==> src/rtl/core/ptle_pkg.sv <==
`default_nettype none
// ---------------------------------------------------------------------------
// ptle_pkg
// Shared types and default sizes for the point triangle locate and error
// pipeline.
// ---------------------------------------------------------------------------
package ptle_pkg;

	localparam int PTLE_COORD_WIDTH = 12;
	localparam int PTLE_ELEV_WIDTH  = 32;
	localparam int PTLE_DIV_STEPS   = 4;

	typedef enum logic [2:0] {
		LOC_OUTSIDE  = 3'd0,
		LOC_INTERIOR = 3'd1,
		LOC_EDGE_AB  = 3'd2,
		LOC_EDGE_BC  = 3'd3,
		LOC_EDGE_CA  = 3'd4
	} loc_t;

	// Travels with the quotient through the divider.
	typedef struct packed {
		loc_t loc;
		logic degen;
		logic qneg;
	} ctl_t;

	// Status part of one result.
	typedef struct packed {
		loc_t loc;
		logic degen;
		logic sat;
	} res_flags_t;

endpackage
`default_nettype wire

==> src/rtl/core/ptle_back.sv <==
`default_nettype none
// ---------------------------------------------------------------------------
// ptle_back
// Four pipeline stages after the divider: quotient cap and sign, vertex a
// offset, estimate saturation and difference, then error magnitude and the
// final result flags.
// ---------------------------------------------------------------------------
module ptle_back import ptle_pkg::*; #(
	parameter int NUM_WIDTH  = PTLE_ELEV_WIDTH + 2 * PTLE_COORD_WIDTH + 5,
	parameter int ELEV_WIDTH = PTLE_ELEV_WIDTH
) (
	input  logic                         clk,
	input  logic                         arst_n,
	input  logic                         adv,
	input  logic                         in_valid,
	input  logic [NUM_WIDTH-1:0]         in_quo,
	input  ctl_t                         in_ctl,
	input  logic signed [ELEV_WIDTH-1:0] in_az,
	input  logic signed [ELEV_WIDTH-1:0] in_pz,
	output logic                         out_valid,
	output res_flags_t                   out_flags,
	output logic signed [ELEV_WIDTH-1:0] out_est,
	output logic [ELEV_WIDTH-2:0]        out_err
);

	localparam int            QW   = 63;
	localparam int            FW   = 65;
	localparam int            DFW  = 66;
	localparam logic [QW-1:0] QCAP = QW'(1) << 62;
	localparam logic signed [ELEV_WIDTH-1:0] EST_MAX = {1'b0, {(ELEV_WIDTH-1){1'b1}}};
	localparam logic signed [ELEV_WIDTH-1:0] EST_MIN = {1'b1, {(ELEV_WIDTH-1){1'b0}}};

	logic                         v_s1, v_s2, v_s3, v_s4;
	logic signed [QW:0]           qv_s1;
	ctl_t                         ctl_s1, ctl_s2, ctl_s3;
	logic signed [ELEV_WIDTH-1:0] az_s1, pz_s1, pz_s2;
	logic signed [FW-1:0]         full_s2;
	logic signed [DFW-1:0]        diff_s3;
	logic signed [ELEV_WIDTH-1:0] est_s3, est_s4;
	logic                         est_sat_s3;
	res_flags_t                   flags_s4;
	logic [ELEV_WIDTH-2:0]        err_s4;

	logic [QW-1:0]   capped;
	logic            in_range;
	logic [DFW-1:0]  ad;
	logic            clip;

	assign capped = (|(in_quo >> 62)) ? QCAP : QW'(in_quo);

	always_ff @(posedge clk or negedge arst_n) begin
		if (!arst_n) begin
			v_s1 <= 1'b0;
			v_s2 <= 1'b0;
			v_s3 <= 1'b0;
			v_s4 <= 1'b0;
		end else if (adv) begin
			v_s1 <= in_valid;
			v_s2 <= v_s1;
			v_s3 <= v_s2;
			v_s4 <= v_s3;
		end
	end

	always_ff @(posedge clk) begin
		if (adv) begin
			qv_s1  <= in_ctl.qneg ? -$signed({1'b0, capped}) : $signed({1'b0, capped});
			ctl_s1 <= in_ctl;
			az_s1  <= in_az;
			pz_s1  <= in_pz;
		end
	end

	always_ff @(posedge clk) begin
		if (adv) begin
			full_s2 <= FW'(qv_s1) + FW'(az_s1);
			ctl_s2  <= ctl_s1;
			pz_s2   <= pz_s1;
		end
	end

	assign in_range = (&full_s2[FW-1:ELEV_WIDTH-1]) || !(|full_s2[FW-1:ELEV_WIDTH-1]);

	always_ff @(posedge clk) begin
		if (adv) begin
			diff_s3    <= DFW'(full_s2) - DFW'(pz_s2);
			est_sat_s3 <= !in_range;
			if (in_range) begin
				est_s3 <= full_s2[ELEV_WIDTH-1:0];
			end else begin
				est_s3 <= full_s2[FW-1] ? EST_MIN : EST_MAX;
			end
			ctl_s3 <= ctl_s2;
		end
	end

	assign ad   = diff_s3[DFW-1] ? DFW'(-diff_s3) : DFW'(diff_s3);
	assign clip = |ad[DFW-1:ELEV_WIDTH-1];

	always_ff @(posedge clk) begin
		if (adv) begin
			flags_s4.loc   <= ctl_s3.loc;
			flags_s4.degen <= ctl_s3.degen;
			if (ctl_s3.degen) begin
				est_s4       <= '0;
				err_s4       <= '0;
				flags_s4.sat <= 1'b0;
			end else if (ctl_s3.loc == LOC_OUTSIDE) begin
				est_s4       <= est_s3;
				err_s4       <= '0;
				flags_s4.sat <= est_sat_s3;
			end else begin
				est_s4       <= est_s3;
				err_s4       <= clip ? '1 : ad[ELEV_WIDTH-2:0];
				flags_s4.sat <= est_sat_s3 || clip;
			end
		end
	end

	assign out_valid = v_s4;
	assign out_flags = flags_s4;
	assign out_est   = est_s4;
	assign out_err   = err_s4;

	a_degen_zero: assert property (@(posedge clk) disable iff (!arst_n)
		v_s4 && flags_s4.degen |-> est_s4 == '0 && err_s4 == '0 && !flags_s4.sat)
		else $error("degenerate result with nonzero estimate, error or saturation");

	a_outside_no_err: assert property (@(posedge clk) disable iff (!arst_n)
		v_s4 && flags_s4.loc == LOC_OUTSIDE |-> err_s4 == '0)
		else $error("outside point reports a nonzero error");

	a_sat_cause: assert property (@(posedge clk) disable iff (!arst_n)
		v_s4 && flags_s4.sat |-> est_s4 == EST_MAX || est_s4 == EST_MIN || err_s4 == '1)
		else $error("saturation flag without a clipped value");

endmodule
`default_nettype wire

==> config.mk <==
export PLATFORM = sky130hd
export DESIGN_NAME = ptle_back
export DESIGN_NICKNAME = d
export VERILOG_FILES = /design/src/rtl/core/ptle_pkg.sv /design/src/rtl/core/ptle_back.sv
export SDC_FILE = /design/constraint.sdc
export NUM_CORES = 1
export LEC_CHECK = 0
export ABC_AREA = 1
export BUFFER_PORTS_ARGS = -buffer_cell sky130_fd_sc_hd__buf_2
export CAP_MARGIN = 20
export CORE_ASPECT_RATIO = 0.5
export CORE_MARGIN = 2
export CORE_UTILIZATION = 56
export DETAILED_ROUTE_END_ITERATION = 7
export GPL_ROUTABILITY_DRIVEN = 0
export PLACE_DENSITY = 0.76
export SKIP_CTS_REPAIR_TIMING = 1
export SLEW_MARGIN = 15
export SYNTH_ARGS = -nofsm -noshare
export SYNTH_HDL_FRONTEND = slang
export SYNTH_SLANG_ARGS = --single-unit
==> constraint.sdc <==
create_clock -name clk -period 3 [get_ports clk]
set_input_delay 0.45 -clock clk [delete_from_list [all_inputs] [get_ports clk]]
set_output_delay 0.45 -clock clk [all_outputs]
set_load 0.05 [all_outputs]
==> impl_metrics.env <==
export IMPL_cp_top_family="compound AO/OA/AOI/OAI gates"
export IMPL_cts_tree="built"
export IMPL_timing_final_ws_setup_ns=0.1280
export IMPL_relSlewSlack=0.4011
export IMPL_gr_total_overflow=0
export IMPL_cts_root_buffer="clkbuf_16"
export IMPL_required_ns=3.30
export IMPL_die_h_um=158.6
export IMPL_wl_per_cell_um=17.67
export IMPL_clock_sinks=408
export IMPL_max_vdd_ir_drop_mv=0.3537
export IMPL_cp_num_cells=11
export IMPL_clock_path_buffers=3
export IMPL_crit_chain="inv_1, buf_12, ha_1, a21oi_1, o21ai_0, a21oi_1, o21ai_0, a221oi_1, nand2_1, nand2_1, nand2_1"
export IMPL_yosys_cell_types_count=49
export IMPL_dpl_hpwl_mm=59.06
export IMPL_track_usage=0.2931
export IMPL_yosysMostFrequentCell="nand2_1"
export IMPL_first_pass_iters=6
export IMPL_core_area_um2=47020
export IMPL_worst_slew_pin_slew_ns=0.8974
export IMPL_ys_warn_count=0
export IMPL_seqCellArea_um2=12230
export IMPL_cts_clk_slew_worst_paths_ns=0.07
export IMPL_grt_pass1_wl_mm=113.4
export IMPL_synthTopCellsByCount="nand2_1 (658), nor2_1 (493), inv_1 (462)"
export IMPL_syn_nets=3541
export IMPL_maxClockFrequency_mhz=348.2
export IMPL_synthFlopType="edfxtp_1"
export IMPL_cap_violations=0
export IMPL_timing_rr_end="diff_s3[56]"
export IMPL_multi_input_area_um2=12670
export IMPL_n_antenna_cell=0
export IMPL_critPathKind="reg2reg"
export IMPL_syn_area_per_cell_um2=8.176
export IMPL_hold_path_class="in2reg"
export IMPL_drc_errors=0
export IMPL_viasPerCell=5.755
export IMPL_crit_buf_inv=2
export IMPL_place_area_um2=28850
export IMPL_drive_above_1_share=0.1069
export IMPL_slew_viol_final=0
export IMPL_clock_latency_ns=0.56
export IMPL_dp_slack_ns=0.1206
export IMPL_crit_path_start="pz_s2[31]"
export IMPL_setup_viol=0
export IMPL_rrSetupSlack_ns=0.13
export IMPL_ys_top_cells_by_area="edfxtp_1 (45%), nand2_1 (9.2%), nor2_1 (6.9%)"
export IMPL_antenna_found_initial=0
export IMPL_port_buffers=202
export IMPL_route_vias_total=24130
export IMPL_postSynthCellCount=3274
export IMPL_final_area_um2=30120
export IMPL_area_delta_synth_final_pct=12.52
export IMPL_hold_viol_final=0
export IMPL_cpPeakStageDelay_ns=0.37
export IMPL_powerDensity_nw_per_um2=682.0
export IMPL_rows=56
export IMPL_numCtsBuffers=38
export IMPL_synth_edf_count=404
export IMPL_io_pins=203
export IMPL_first_global_vias=21810
export IMPL_reg2reg_depth=11
export IMPL_synth_top_cell_area_share=0.4532
export IMPL_critPathSlowestCell="edfxtp_1"
export IMPL_power_w=0.02054
export IMPL_p_leak_nw=12.79
export IMPL_worstPathArrival_ns=3.17
export IMPL_initial_core_util=0.5693
export IMPL_postRouteAntennaNets=0
export IMPL_reg2reg_from="pz_s2[31]"
export IMPL_h_tree_depth=2
export IMPL_n_fill_cell=3881
export IMPL_cp_common_cell="nand2_1"
export IMPL_synth_seq_cells=408
export IMPL_end_kind="register"
export IMPL_synth_top_area_cell="edfxtp_1"
export IMPL_critPathCapture="diff_s3[56]"
export IMPL_dieArea_um2=49670
export IMPL_die_w_um=313.2
export IMPL_async_flop_share=0.009804
export IMPL_critPathLaunchType="register"
export IMPL_min_period_ns=2.872
export IMPL_nets=3795
export IMPL_outcome="finished clean"
export IMPL_rsz0062_at_grt="true"
export IMPL_crit_fanout=34
export IMPL_skew_ns=0.02718
export IMPL_routed_wl_mm=74.09
export IMPL_yosysSeqAreaShare=0.4570
export IMPL_fin_crit_sh=0.9573
export IMPL_grt_max_degree=80
export IMPL_drt_iter0_drc=3376
export IMPL_syn_cell_area_um2=26770
==> layout by cell type (no fill, tap or decap), types with 5 or more instances in the layout <==
cell / synthesis / layout
a21boi_0: 11 / 9
a21o_1: 25 / 25
a21oi_1: 201 / 194
a21oi_2: 2 / 9
a221oi_1: 14 / 14
a31oi_1: 43 / 42
buf_12: 1 / 7
buf_2: 7 / 201
buf_4: 0 / 38
clkbuf_16: 0 / 39
clkinv_1: 1 / 11
clkinv_2: 0 / 5
edfxtp_1: 404 / 404
ha_1: 131 / 131
inv_1: 462 / 462
inv_2: 5 / 5
nand2_1: 658 / 658
nand2_2: 20 / 20
nand3_1: 152 / 151
nand3b_1: 13 / 13
nand4_1: 58 / 58
nor2_1: 493 / 490
nor2_2: 12 / 15
nor2_4: 5 / 5
nor3_1: 54 / 54
nor4_1: 24 / 24
o2111ai_1: 5 / 5
o211ai_1: 5 / 5
o21a_1: 8 / 8
o21ai_0: 198 / 194
o21ai_1: 7 / 11
o21bai_1: 18 / 18
or2_2: 17 / 17
xnor2_1: 50 / 50
xor2_1: 116 / 116
==> worst reg2reg max path, stage by stage, from the launching register on <==
cell	delay, ns
edfxtp_1	0.37
inv_1	0.10
buf_12	0.20
ha_1	0.34
a21oi_1	0.29
o21ai_0	0.20
a21oi_1	0.36
o21ai_0	0.16
a221oi_1	0.37
nand2_1	0.10
nand2_1	0.07
nand2_1	0.06
==> report_power, final <==
| part | internal (W) | leakage (nW) | total, W | switching (W) |
|---|---|---|---|---|
| sequential | 0.00753 | 4.01 | 0.00831 | 0.000776 |
| clock | 0.00265 | 0.589 | 0.00478 | 0.00213 |
| combinational | 0.00243 | 8.19 | 0.00745 | 0.00503 |
| total | 0.0126 | 12.8 | 0.0205 | 0.00793 |
==> cell families after synthesis <==
logic type	after synthesis	synth area share
buffers and inverters	502	0.07161
AND/OR/NAND/NOR	1517	0.2394
adder cells (fa/ha/maj)	133	0.06273
XOR/XNOR	166	0.05432
AO/OA/AOI/OAI	548	0.1149
flip-flops	408	0.4570
==> final cells by class <==
class                   count  share of cell area
clock buffers              42             0.03278
clock inverters            24            0.007145
inverters                 468             0.05832
multi-input cells        2364              0.4208
flip-flops and latches    408              0.4061
well taps                 638             0.02650
repair buffers            248             0.04836
==> sequential cells by signal, summed over array words and instances, names as in the netlist, 4 cells and up <==
register and cells:
ctl_s3 4, est_s3 32, pz_s1 32, out_est 32, qv_s1 64, az_s1 32, out_flags 5, pz_s2 32
diff_s3 66, ctl_s2 4, out_err 31, full_s2 65, ctl_s1 4
==> through the flow <==
stage	setup TNS, ns	hold WS [ns]	util	std cells
floorplan	0	0.1544	-	3274
global placement	0	0.2571	0.6135	4123
detailed placement	0	0.2606	0.6135	4123
CTS	0	-0.3272	0.6391	4189
global route	-0.03202	0.04804	0.6406	4192
finish	0	0.07078	0.6406	4192
==> worst min-delay path by stage <==
stage / startpoint / end / slack (ns) / depth (start not counted)
finish: in_az[1] / az_s1[1] / 0.07 / 1
global route: in_az[3] / az_s1[3] / 0.05 / 1
CTS: arst_n / v_s1 / -0.33 / 1
detailed placement: arst_n / v_s1 / 0.26 / 1
global placement: arst_n / v_s2 / 0.26 / 1
floorplan: arst_n / out_valid / 0.15 / 0
==> metal layers <==
layer  up-vias  part of all wire  track usage
met2      1458              0.43       0.4613
met4         0             0.042       0.1135
met1     10920              0.43       0.4108
li1      11520                 -            -
met3       231              0.10      0.04637
met5         -                 0            0
(Power assumes the default switching activity.)
