## config.mk

```make
export PLATFORM = sky130hd
export DESIGN_NAME = ptle_outbuf
export DESIGN_NICKNAME = d
export VERILOG_FILES = /design/src/rtl/core/ptle_pkg.sv /design/src/rtl/core/ptle_outbuf.sv
export SDC_FILE = /design/constraint.sdc
export NUM_CORES = 1
export LEC_CHECK = 0
export BUFFER_PORTS_ARGS = -buffer_cell sky130_fd_sc_hd__clkbuf_2
export CELL_PAD_IN_SITES_DETAIL_PLACEMENT = 1
export CELL_PAD_IN_SITES_GLOBAL_PLACEMENT = 2
export CORE_ASPECT_RATIO = 0.7
export CORE_UTILIZATION = 34
export CTS_BUF_LIST = sky130_fd_sc_hd__clkbuf_8 sky130_fd_sc_hd__clkbuf_16
export CTS_CLUSTER_SIZE = 8
export DETAILED_ROUTE_END_ITERATION = 12
export HOLD_SLACK_MARGIN = 0.08
export PLACE_DENSITY_LB_ADDON = 0.1
export SETUP_SLACK_MARGIN = 0.1
export SLEW_MARGIN = 20
export SYNTH_ARGS = -nofsm -noshare
export SYNTH_HDL_FRONTEND = slang
export SYNTH_SLANG_ARGS = --single-unit
```

## constraint.sdc

```tcl
create_clock -name clk -period 6.05 [get_ports clk]
set_clock_uncertainty 0.05 [all_clocks]
set_input_delay 1.21 -clock clk [delete_from_list [all_inputs] [get_ports clk]]
set_output_delay 1.21 -clock clk [all_outputs]
set_load 0.02 [all_outputs]
```

## src/rtl/core/ptle_pkg.sv

```systemverilog
`default_nettype none
// ---------------------------------------------------------------------------
// ptle_pkg
// Shared types and default sizes for the point triangle locate and error
// pipeline.
// ---------------------------------------------------------------------------
package ptle_pkg;

	localparam int PTLE_COORD_WIDTH = 12;
	localparam int PTLE_ELEV_WIDTH  = 32;
	localparam int PTLE_DIV_STEPS   = 4;

	typedef enum logic [2:0] {
		LOC_OUTSIDE  = 3'd0,
		LOC_INTERIOR = 3'd1,
		LOC_EDGE_AB  = 3'd2,
		LOC_EDGE_BC  = 3'd3,
		LOC_EDGE_CA  = 3'd4
	} loc_t;

	// Travels with the quotient through the divider.
	typedef struct packed {
		loc_t loc;
		logic degen;
		logic qneg;
	} ctl_t;

	// Status part of one result.
	typedef struct packed {
		loc_t loc;
		logic degen;
		logic sat;
	} res_flags_t;

endpackage
`default_nettype wire

```

## src/rtl/core/ptle_outbuf.sv

```systemverilog
`default_nettype none
// ---------------------------------------------------------------------------
// ptle_outbuf
// Output register with one skid entry. The pipeline advances while the skid
// entry is empty, so the stall toward the pipeline is a register.
// ---------------------------------------------------------------------------
module ptle_outbuf import ptle_pkg::*; #(
	parameter int ELEV_WIDTH = PTLE_ELEV_WIDTH
) (
	input  logic                         clk,
	input  logic                         arst_n,
	input  logic                         in_valid,
	input  res_flags_t                   in_flags,
	input  logic signed [ELEV_WIDTH-1:0] in_est,
	input  logic [ELEV_WIDTH-2:0]        in_err,
	output logic                         adv,
	output logic                         out_valid,
	input  logic                         out_stall,
	output res_flags_t                   out_flags,
	output logic signed [ELEV_WIDTH-1:0] out_est,
	output logic [ELEV_WIDTH-2:0]        out_err
);

	logic                         out_valid_q, skid_valid_q;
	res_flags_t                   out_flags_q, skid_flags_q;
	logic signed [ELEV_WIDTH-1:0] out_est_q, skid_est_q;
	logic [ELEV_WIDTH-2:0]        out_err_q, skid_err_q;
	logic                         take, push, load_out, load_skid;

	assign adv       = !skid_valid_q;
	assign take      = out_valid_q && !out_stall;
	assign push      = adv && in_valid;
	assign load_out  = push && (!out_valid_q || take);
	assign load_skid = push && out_valid_q && !take;

	always_ff @(posedge clk or negedge arst_n) begin
		if (!arst_n) begin
			out_valid_q  <= 1'b0;
			skid_valid_q <= 1'b0;
		end else begin
			if (skid_valid_q) begin
				if (take) begin
					skid_valid_q <= 1'b0;
				end
			end else if (load_skid) begin
				skid_valid_q <= 1'b1;
			end else if (load_out) begin
				out_valid_q <= 1'b1;
			end else if (take) begin
				out_valid_q <= 1'b0;
			end
		end
	end

	always_ff @(posedge clk) begin
		if (skid_valid_q && take) begin
			out_flags_q <= skid_flags_q;
			out_est_q   <= skid_est_q;
			out_err_q   <= skid_err_q;
		end else if (load_out) begin
			out_flags_q <= in_flags;
			out_est_q   <= in_est;
			out_err_q   <= in_err;
		end
		if (load_skid) begin
			skid_flags_q <= in_flags;
			skid_est_q   <= in_est;
			skid_err_q   <= in_err;
		end
	end

	assign out_valid = out_valid_q;
	assign out_flags = out_flags_q;
	assign out_est   = out_est_q;
	assign out_err   = out_err_q;

	a_skid_needs_out: assert property (@(posedge clk) disable iff (!arst_n)
		skid_valid_q |-> out_valid_q)
		else $error("skid entry holds a transaction while the output register is empty");

	a_skid_on_stall: assert property (@(posedge clk) disable iff (!arst_n)
		$rose(skid_valid_q) |-> $past(out_valid_q && out_stall))
		else $error("skid entry filled without a stalled output");

	a_no_push_when_full: assert property (@(posedge clk) disable iff (!arst_n)
		skid_valid_q && !take |=> skid_valid_q && $stable(skid_est_q))
		else $error("skid entry changed while the output stayed stalled");

endmodule
`default_nettype wire

```

==> summary.txt, run 1 <==
Placed design
  – I/O Buffers: 141
  – Setup slack at placement: 2.671 ns
  – DP HPWL: 6290 µm
  – Placed cell count: 557
  – Final Wtd Congestion: 0.6741

CTS
  – Clock tree sinks: 138
  – Clk buf depth: 2
  – Postcts setup bufs: 0
  – Skew-Pair Late Insertion Delay: 0.40 ns
  – Root buffer selected by CTS: clkbuf_16
  – # resized after CTS: 0
  – Clk slew on worst S/H paths: 0.06 ns
  – CTS Hold Buffers Added: 0
  – CTS H-Tree Depth: 4
  – CTS tree: yes
  – CTS Buf Count: 17

Pwr
  – Total power: 3246 µW
  – Leakage: 0.002625 µW
  – Power density cells: 487.8 nW/µm²
  – VDD IR-drop max: 0.0002062 V

STA
  – Slew headroom: 0.3195
  – Final hold slack: 0.4961 ns
  – Slew Viols, Final: 0
  – Final Cycle Share: 0.4809
  – Crit path time final: 2.909 ns
  – Max Clock Freq: 343.7 MHz
  – Final hold violations: 0
  – Setup TNS: 0 ns
  – RSZ-0062 raised after global routing: no
  – Final WS setup: 3.141 ns
  – Final setup viols: 0
  – Slew @ Worst Pin: 1.018 ns

Status
  – Status: finished, final reports clean

Setup path
  – Crit path max-delay family: simple AND/OR/NAND/NOR gates
  – Arrival time at the worst endpoint: 2.90 ns
  – CP Data Required Time: 6.04 ns
  – Critical path peak fanout: 36
  – CP peak stage delay: 0.83 ns
  – Bufs and invs on worst path: 2
  – Endpoint class of the critical path: register
  – Worst path cell trace: clkbuf_2, nand2b_1, nor2_4, buf_4
  – CP max-delay cell: nor2_4
  – Startpoint types: input port
  – Setup Crit Path Kind: in2reg

Yosys
  – Mapped Cells: 225
  – Yosys warns: 0
  – Top cells by area, synth: edfxtp_1 80%, mux2_2 11%, mux2_4 5.9%
  – Yosys top cell by area: edfxtp_1
  – Syn_nets: 297
  – Post-synthesis cell type count: 14
  – Register area share after synthesis: 0.8120
  – Avg Cell Area, Syn: 22.63 µm²
  – Area of the mapped netlist: 5091 µm²
  – Yosys reg bits: 138
  – Yosys top cell area share: 0.8022

GRT
  – First-pass GRT wire length: 15280 µm
  – Largest net degree at the start of global routing: 69
  – Grt ovf: 0
  – Initial antenna violation count: 0
  – GRT Total Usage: 0.1340
  – Vias in the first global route: 2755

Drt
  – DRT antenna net count: 0
  – Iteration-0 DRC Markers: 114
  – Vias/cell: 4.434
  – Vias: 2616
  – Drt wl/cell: 16.65 µm
  – Drt pass-1 iters: 4
  – Drt drc: 0
  – Drt total wl: 9821 µm

Finish
  – Storage cell area: 4134 µm²
  – NumNets Final: 453
  – Most common cell after layout, fill and taps aside: clkbuf_2
  – Multi-input logic area: 923.4 µm²
  – Fill cells: 1434
  – Fraction of layout cells with a size suffix above 1: 0.6244
  – Non-Filler Instances: 590
  – Area Growth Syn to Fin: 30.72%
  – Most frequent cells in the layout: 141 x clkbuf_2, 136 x edfxtp_1, 48 x mux2_2

Floorplan
  – Die Ht: 104.4 µm
  – Core ar.: 14680 µm²
  – I/O pins: 142
  – Initial core utilization: 0.3469
  – Row cnt: 37
  – Die Width: 148.3 µm
  – Die Footprint: 15470 µm²

Flow run
  – Max-cap violations: 0

Hold path
  – Worst min-delay path class: reg2reg
[final timing paths]
kind / slack [ns] / depth (start not counted) / end / startpoint
max in group asynchronous: 5.32 / 1 / out_valid / arst_n
min: 0.50 / 1 / out_err[5] / skid_err_q[5]
max: 3.14 / 4 / skid_err_q[6] / in_valid
min in group asynchronous: 0.53 / 1 / skid_valid_q / arst_n
max reg2reg: 3.46 / 3 / skid_err_q[6] / skid_valid_q
min reg2reg: 0.50 / 1 / out_err[5] / skid_err_q[5]
[cell families after synthesis]
group                  after synthesis  share of synthesized area
flip-flops                         138                     0.8120
AO/OA/AOI/OAI                        4                   0.004423
buffers and inverters                9                    0.01204
AND/OR/NAND/NOR                      6                   0.006390
multiplexers                        68                     0.1652
[sequential cells by signal, summed over array words and instances, names as in the netlist]
name / count
out_err: 31
out_est: 32
out_flags: 5
out_valid: 1
skid_err_q: 31
skid_est_q: 32
skid_flags_q: 5
skid_valid_q: 1
[metrics by stage]
stage,area (µm²),util
2_1_floorplan,5091,-
3_3_place_gp,6037,0.4114
3_5_place_dp,6037,0.4114
4_1_cts,6653,0.4533
5_1_grt,6653,0.4533
6_report,6655,0.4535
[area by class of cell]
cell class | count | share of cell area
multi-input cells | 78 | 0.1387
diodes | 1 | 0.0003760
clock buffers | 17 | 0.06392
clock inverters | 15 | 0.02858
repair buffers | 144 | 0.1094
well taps | 195 | 0.03666
flip-flops and latches | 138 | 0.6212
inverters | 2 | 0.001128
[synthesized netlist by cell type]
cell type  instances
buf_6              3
dfrtp_1            2
buf_2              4
nand2b_1           1
nor2_1             1
mux2_2            48
edfxtp_1         136
o21ai_0            1
mux2_4            20
nand2_1            3
nand3b_2           1
a21oi_1            2
inv_1              2
a21boi_0           1
[where the power goes]
part | leakage, µW | switching [µW] | total, µW | internal (µW)
sequential | 0.00129 | 71.9 | 1430 | 1360
clock | 0.000294 | 411 | 1070 | 657
combinational | 0.00104 | 494 | 747 | 254
[routing by layer]
metal	vias up	routed length [µm]	track usage
met3	14	822	0.05965
met2	94	4353	0.1935
met4	0	119	0.05302
met5	-	0	0
met1	1298	4526	0.1753
li1	1210	-	-
(Power assumes the default switching activity.)
==> run 2, diff against run 1 <==
CORE_UTILIZATION = 38   (was 34)
clock period = 3.05 ns   (was 6.05 ns; I/O delays follow)
==> run 2 against run 1 <==
Register-to-register slack got worse by 2.2 ns. Setup slack lost 1.9 ns. Utilization is 6.6 points higher. Via count is 1.4% higher. Total power grew 95%. Design area decreased by 0.68%. Clock-buffer cell count stayed put. Sequential share of layout area increased by 0.42 points. Cell count down 5.3%. Largest power group unchanged.
==> summary.txt, run 2 (same netlist as run 1, synthesis figures left out) <==
Setup path
  – CP Data Required Time: 3.04 ns (-3.00 ns)
  – Worst reg2reg startpoint: skid_valid_q
  – Arrival time at the worst endpoint: 1.81 ns (-1.09 ns)
  – Worst setup path start: skid_valid_q
  – Critical path peak fanout: 38 (+5.6%)
  – CP peak stage delay: 0.46 ns (-0.37 ns)
  – CP max-delay cell: dfrtp_1
  – Endpoint class of the critical path: register
  – Worst path cell trace: nand2b_1, a21boi_4, buf_4
  – Setup Crit Path Kind: reg2reg
  – Startpoint types: register

Drt
  – DRT antenna net count: 0 (unchanged)
  – Drt wl/cell: 17.75 µm (+6.7%)
  – Drt pass-1 iters: 6 (+2)
  – Drt total wl: 9924 µm (+1.0%)
  – Vias/cell: 4.744 (+7.0%)
  – Iteration-0 DRC Markers: 150 (+32%)
  – Vias: 2652 (+1.4%)
  – Drt drc: 0 (unchanged)

STA
  – Max Clock Freq: 550.5 MHz
  – RSZ-0062 raised after global routing: no
  – Crit path time final: 1.817 ns
  – Final setup viols: 0 (unchanged)
  – Final hold slack: 0.3385 ns (-0.1576 ns)
  – Slew @ Worst Pin: 0.5280 ns (-0.4904 ns)
  – Slew Viols, Final: 0 (unchanged)
  – Final Cycle Share: 0.5956
  – Final hold violations: 0 (unchanged)
  – Setup TNS: 0 ns (unchanged)
  – Slew headroom: 0.6480 (+0.3285)

CTS
  – Postcts setup bufs: 0 (unchanged)
  – # resized after CTS: 0 (unchanged)
  – Clk slew on worst S/H paths: 0.06 ns (about the same)
  – Root buffer selected by CTS: clkbuf_16
  – Clk buf depth: 2 (unchanged)
  – Skew-Pair Late Insertion Delay: 0.41 ns (about the same)
  – CTS H-Tree Depth: 4 (unchanged)
  – CTS Buf Count: 17 (unchanged)
  – CTS tree: yes
  – Clock tree sinks: 138 (unchanged)

Placed design
  – Final Wtd Congestion: 0.7181 (+6.5%)
  – I/O Buffers: 141 (unchanged)
  – DP HPWL: 6292 µm (about the same)

Finish
  – Area Growth Syn to Fin: 29.84%
  – Fill cells: 1188 (-17%)
  – Storage cell area: 4134 µm² (unchanged)
  – Multi-input logic area: 923.4 µm² (unchanged)
  – Antenna Cells: 0 (-1)
  – Most frequent cells in the layout: 141 x clkbuf_2, 136 x edfxtp_1, 48 x mux2_2
  – Fraction of layout cells with a size suffix above 1: 0.6222 (-0.002199)
  – Most common cell after layout, fill and taps aside: clkbuf_2
  – NumNets Final: 456 (+0.66%)

GRT
  – Grt ovf: 0 (unchanged)
  – Vias in the first global route: 2765 (+0.36%)
  – First-pass GRT wire length: 15460 µm (+1.2%)
  – Initial antenna violation count: 0 (unchanged)
  – Largest net degree at the start of global routing: 69 (unchanged)
  – GRT Total Usage: 0.1543 (+0.02028)

Floorplan
  – Initial core utilization: 0.4003 (+0.05334)
  – I/O pins: 142 (unchanged)
  – Row cnt: 34 (-8.1%)
  – Die Ht: 98.84 µm (-5.3%)
  – Die Width: 140.3 µm (-5.3%)
  – Die Footprint: 13870 µm² (-10%)
  – Core ar.: 12720 µm² (-13%)

Status
  – Status: finished, final reports clean

Pwr
  – VDD IR-drop max: 0.0006170 V (+200%)
  – Leakage: 0.002642 µW (+0.63%)
  – Power density cells: 958.5 nW/µm² (+97%)

Flow run
  – Max-cap violations: 0 (unchanged)

Hold path
  – Worst hold start: in_err[8]
  – Worst min-delay path class: in2reg
[run 2: cell count changes in the layout (fill, tap and decap cells not counted), sizes merged]
| cell | delta |
|---|---|
| clkinv | +2 |
| diode | -1 |
| buf | +2 |
| clkinvlp | -1 |
| bufinv | -1 |
| dlygate4sd3 | +1 |
[run 2: through the flow]
stage | setup slack, ns | power, µW | std cells | utilization | cell area [µm²]
after floorplan | 0.5997 | 3849 | 225 | - | 5110
after global placement | 1.089 | 4384 | 526 | 0.4735 | 6023
after detailed placement | 1.054 | 4407 | 526 | 0.4735 | 6023
after CTS | 1.220 | 6436 | 559 | 0.5197 | 6610
after global routing | 1.139 | 6623 | 559 | 0.5197 | 6610
final | 1.233 | 6336 | 559 | 0.5197 | 6610
[run 2: layer usage]
layer | GRT usage | part of all wire | wire length (µm) | vias to the layer above
li1 | - | - | - | 1215
met1 | 0.2096 | 0.47 | 4669 | 1340
met2 | 0.2258 | 0.45 | 4514 | 89
met3 | 0.05734 | 0.065 | 641 | 8
met4 | 0.05833 | 0.010 | 99 | 0
met5 | 0 | 0 | 0 | -
[run 2: where the power goes]
part	switching (µW)	leakage, µW	internal (µW)	total (µW)
Combinational	983	0.00106	520	1500
Sequential	150	0.00129	2690	2840
Clock	788	0.000290	1200	1990
Total	1920	0.00264	4410	6340
[run 2: final timing paths]
check,to,slack [ns],cells past startpoint
max,out_err[26],1.23,3
min,skid_err_q[8],0.34,1
max reg2reg,out_err[26],1.23,3
min reg2reg,out_err[25],0.50,1
max in group asynchronous,skid_valid_q,2.38,2
min in group asynchronous,out_valid,0.47,2
[run 2: repair_timing]
item | CTS | global route
hold buffers | 1 | 0
setup endpoints to repair | 0 | 0
endpoints found under the hold margin | 2 | 0
[run 2: final cells by class]
class                   count  share of cell area
multi-input cells          78              0.1397
well taps                 162             0.03066
clock buffers              17             0.06436
repair buffers            147              0.1158
inverters                   2            0.001136
clock inverters            15             0.02290
flip-flops and latches    138              0.6254
[run 2: worst max-delay path, delay by kind of cell, from the launching register on]
kind,cells,cell delay [ns]
and+or+nand+nor,1,0.29
AOI/OAI and AO/OA,1,0.17
DFF,1,0.46
buffers and inverters,1,0.46
==> run 3, diff against run 2 <==
CORE_UTILIZATION = 34   (was 38)
clock period = 1.6 ns   (was 3.05 ns; I/O delays follow)
==> run 3 against run 2 <==
Maximum frequency is 20% higher. Critical path depth is 1 higher. Critical path type unchanged. Global-route usage is 0.62 points lower. Via count is 11% higher. Design area is 15% higher. Total power is 100% higher.
==> summary.txt, run 3 (same netlist as run 1, synthesis figures left out) <==
Status
  – Status: finished, final reports clean

Floorplan
  – Initial core utilization: 0.3469 (-0.05334)
  – Core ar.: 14680 µm² (+15%)
  – Row cnt: 37 (+8.8%)
  – Die Ht: 104.4 µm (+5.6%)
  – I/O pins: 142 (unchanged)
  – Die Footprint: 15470 µm² (+12%)
  – Die Width: 148.3 µm (+5.6%)

STA
  – Max Clock Freq: 662.2 MHz (+20%)
  – Final hold violations: 0 (unchanged)
  – Crit path time final: 1.510 ns (-0.3065 ns)
  – Slew headroom: 0.8853 (+0.2373)
  – Slew @ Worst Pin: 0.1703 ns (-0.3577 ns)
  – Final Cycle Share: 0.9438 (+0.3482)
  – Final hold slack: 0.1311 ns (-0.2074 ns)
  – RSZ-0062 raised after global routing: yes
  – Final setup viols: 0 (unchanged)
  – Slew Viols, Final: 0 (unchanged)
  – Setup TNS: 0 ns (unchanged)

Setup path
  – Bufs and invs on worst path: 2 (+1)
  – CP peak stage delay: 0.45 ns (about the same)
  – CP max-delay cell: dfrtp_2
  – CP Data Required Time: 1.68 ns (-1.36 ns)
  – Setup Crit Path Kind: reg2reg
  – Arrival time at the worst endpoint: 1.59 ns (-0.22 ns)
  – Worst setup path start: skid_valid_q
  – Worst path cell trace: nand2b_4, a21boi_4, buf_4, clkbuf_16
  – Crit path max-delay family: flip-flops
  – Startpoint types: register
  – Critical path peak fanout: 8 (-79%)
  – Cell depth of the worst setup path: 4 (+1)
  – Worst reg2reg startpoint: skid_valid_q
  – Reg2reg path depth: 4 (+1)
  – Endpoint class of the critical path: register

Finish
  – Non-Filler Instances: 673 (+20%)
  – Antenna Cells: 0 (unchanged)
  – Fill cells: 1387 (+17%)
  – Most common cell after layout, fill and taps aside: clkbuf_2
  – Area Growth Syn to Fin: 49.82%
  – Fraction of layout cells with a size suffix above 1: 0.5544 (-0.06777)
  – NumNets Final: 539 (+18%)
  – Storage cell area: 4136 µm² (about the same)
  – Most frequent cells in the layout: 140 x clkbuf_2, 136 x edfxtp_1, 69 x dlygate4sd3_1
  – Multi-input logic area: 935.9 µm² (+1.4%)

CTS
  – CTS tree: yes
  – Clock tree sinks: 138 (unchanged)
  – Clk buf depth: 2 (unchanged)
  – Clk slew on worst S/H paths: 0.06 ns (about the same)
  – Root buffer selected by CTS: clkbuf_16
  – CTS Buf Count: 17 (unchanged)
  – CTS H-Tree Depth: 4 (unchanged)
  – Skew-Pair Late Insertion Delay: 0.41 ns (about the same)

Drt
  – Drt pass-1 iters: 4 (-2)
  – Vias: 2934 (+11%)
  – DRT antenna net count: 0 (unchanged)
  – Drt drc: 0 (unchanged)
  – Vias/cell: 4.360 (-8.1%)
  – Iteration-0 DRC Markers: 94 (-37%)
  – Drt wl/cell: 16.16 µm (-8.9%)
  – Drt total wl: 10880 µm (+9.6%)

GRT
  – Largest net degree at the start of global routing: 29 (-58%)
  – First-pass GRT wire length: 16880 µm (+9.2%)
  – Grt ovf: 0 (unchanged)
  – GRT Total Usage: 0.1481 (-0.006185)
  – Initial antenna violation count: 0 (unchanged)
  – Vias in the first global route: 3148 (+14%)

Pwr
  – Power density cells: 1664 nW/µm² (+74%)
  – Total power: 12700 µW (+100%)
  – Leakage: 0.003041 µW (+15%)
  – VDD IR-drop max: 0.0006813 V (+10%)

Flow run
  – Max-cap violations: 0 (unchanged)

Placed design
  – Placed cell count: 565 (+7.4%)
  – Final Wtd Congestion: 0.6821 (-5.0%)
  – DP HPWL: 6577 µm (+4.5%)
  – I/O Buffers: 141 (unchanged)

Hold path
  – WHS Path Cells: 3 (+2)
  – Worst min-delay path class: in2reg
  – Worst hold start: out_stall
## run 3: stage by stage
| stage | utilization | setup WS (ns) | instance area [µm²] |
|---|---|---|---|
| after floorplan | - | -0.6500 | 5131 |
| after global placement | 0.4241 | 0.07886 | 6223 |
| after detailed placement | 0.4241 | 0.06152 | 6223 |
| after CTS | 0.5118 | 0.04894 | 7511 |
| after global routing | 0.5197 | 0.06024 | 7627 |
| final | 0.5197 | 0.08985 | 7627 |
## run 3: worst register-to-register path, stage by stage (launching register included)
cell and delay (ns):
dfrtp_2 0.45, nand2b_4 0.19, a21boi_4 0.20, buf_4 0.18, clkbuf_16 0.16
## run 3: path summary, 6_finish.rpt
kind / slack (ns) / to
worst min register to register: 0.49 / out_est[19]
max in group asynchronous: 1.21 / skid_valid_q
worst min-delay path: 0.13 / skid_valid_q
worst max register to register: 0.09 / out_err[23]
worst max-delay path: 0.09 / out_err[23]
min in group asynchronous: 0.18 / out_valid
## run 3: where the power goes
part	switching [µW]	leakage, µW	internal [µW]
clock network	1430	0.000256	2100
logic	2100	0.00150	1680
registers	268	0.00129	5120
total	3800	0.00304	8900
## run 3: area by class of cell
cell class / count / share of cell area
clock inverter: 13 / 0.01394
clock buffer: 17 / 0.05577
sequential: 138 / 0.5423
multi-input combinational: 78 / 0.1227
inverter: 2 / 0.0009843
timing repair buffer: 230 / 0.2323
tap: 195 / 0.03199
## run 3: routing by layer
| metal | part of all wire | up-vias | global-route usage | routed length (µm) |
|---|---|---|---|---|
| met3 | 0.066 | 12 | 0.05965 | 717 |
| met1 | 0.46 | 1439 | 0.1832 | 4978 |
| met4 | 0.014 | 0 | 0.05744 | 148 |
| li1 | - | 1390 | - | - |
| met5 | 0 | - | 0 | 0 |
| met2 | 0.46 | 93 | 0.2314 | 5034 |
## run 3: what timing repair did
| item | in CTS | in global routing |
|---|---|---|
| setup endpoints to repair | 133 | 149 |
| cloned | 1 | 3 |
| setup buffers | 1 | 4 |
| hold endpoints to repair | 70 | 0 |
| pin swaps | 2 | 3 |
| hold buffers | 69 | 0 |
| resized for setup | 3 | 3 |
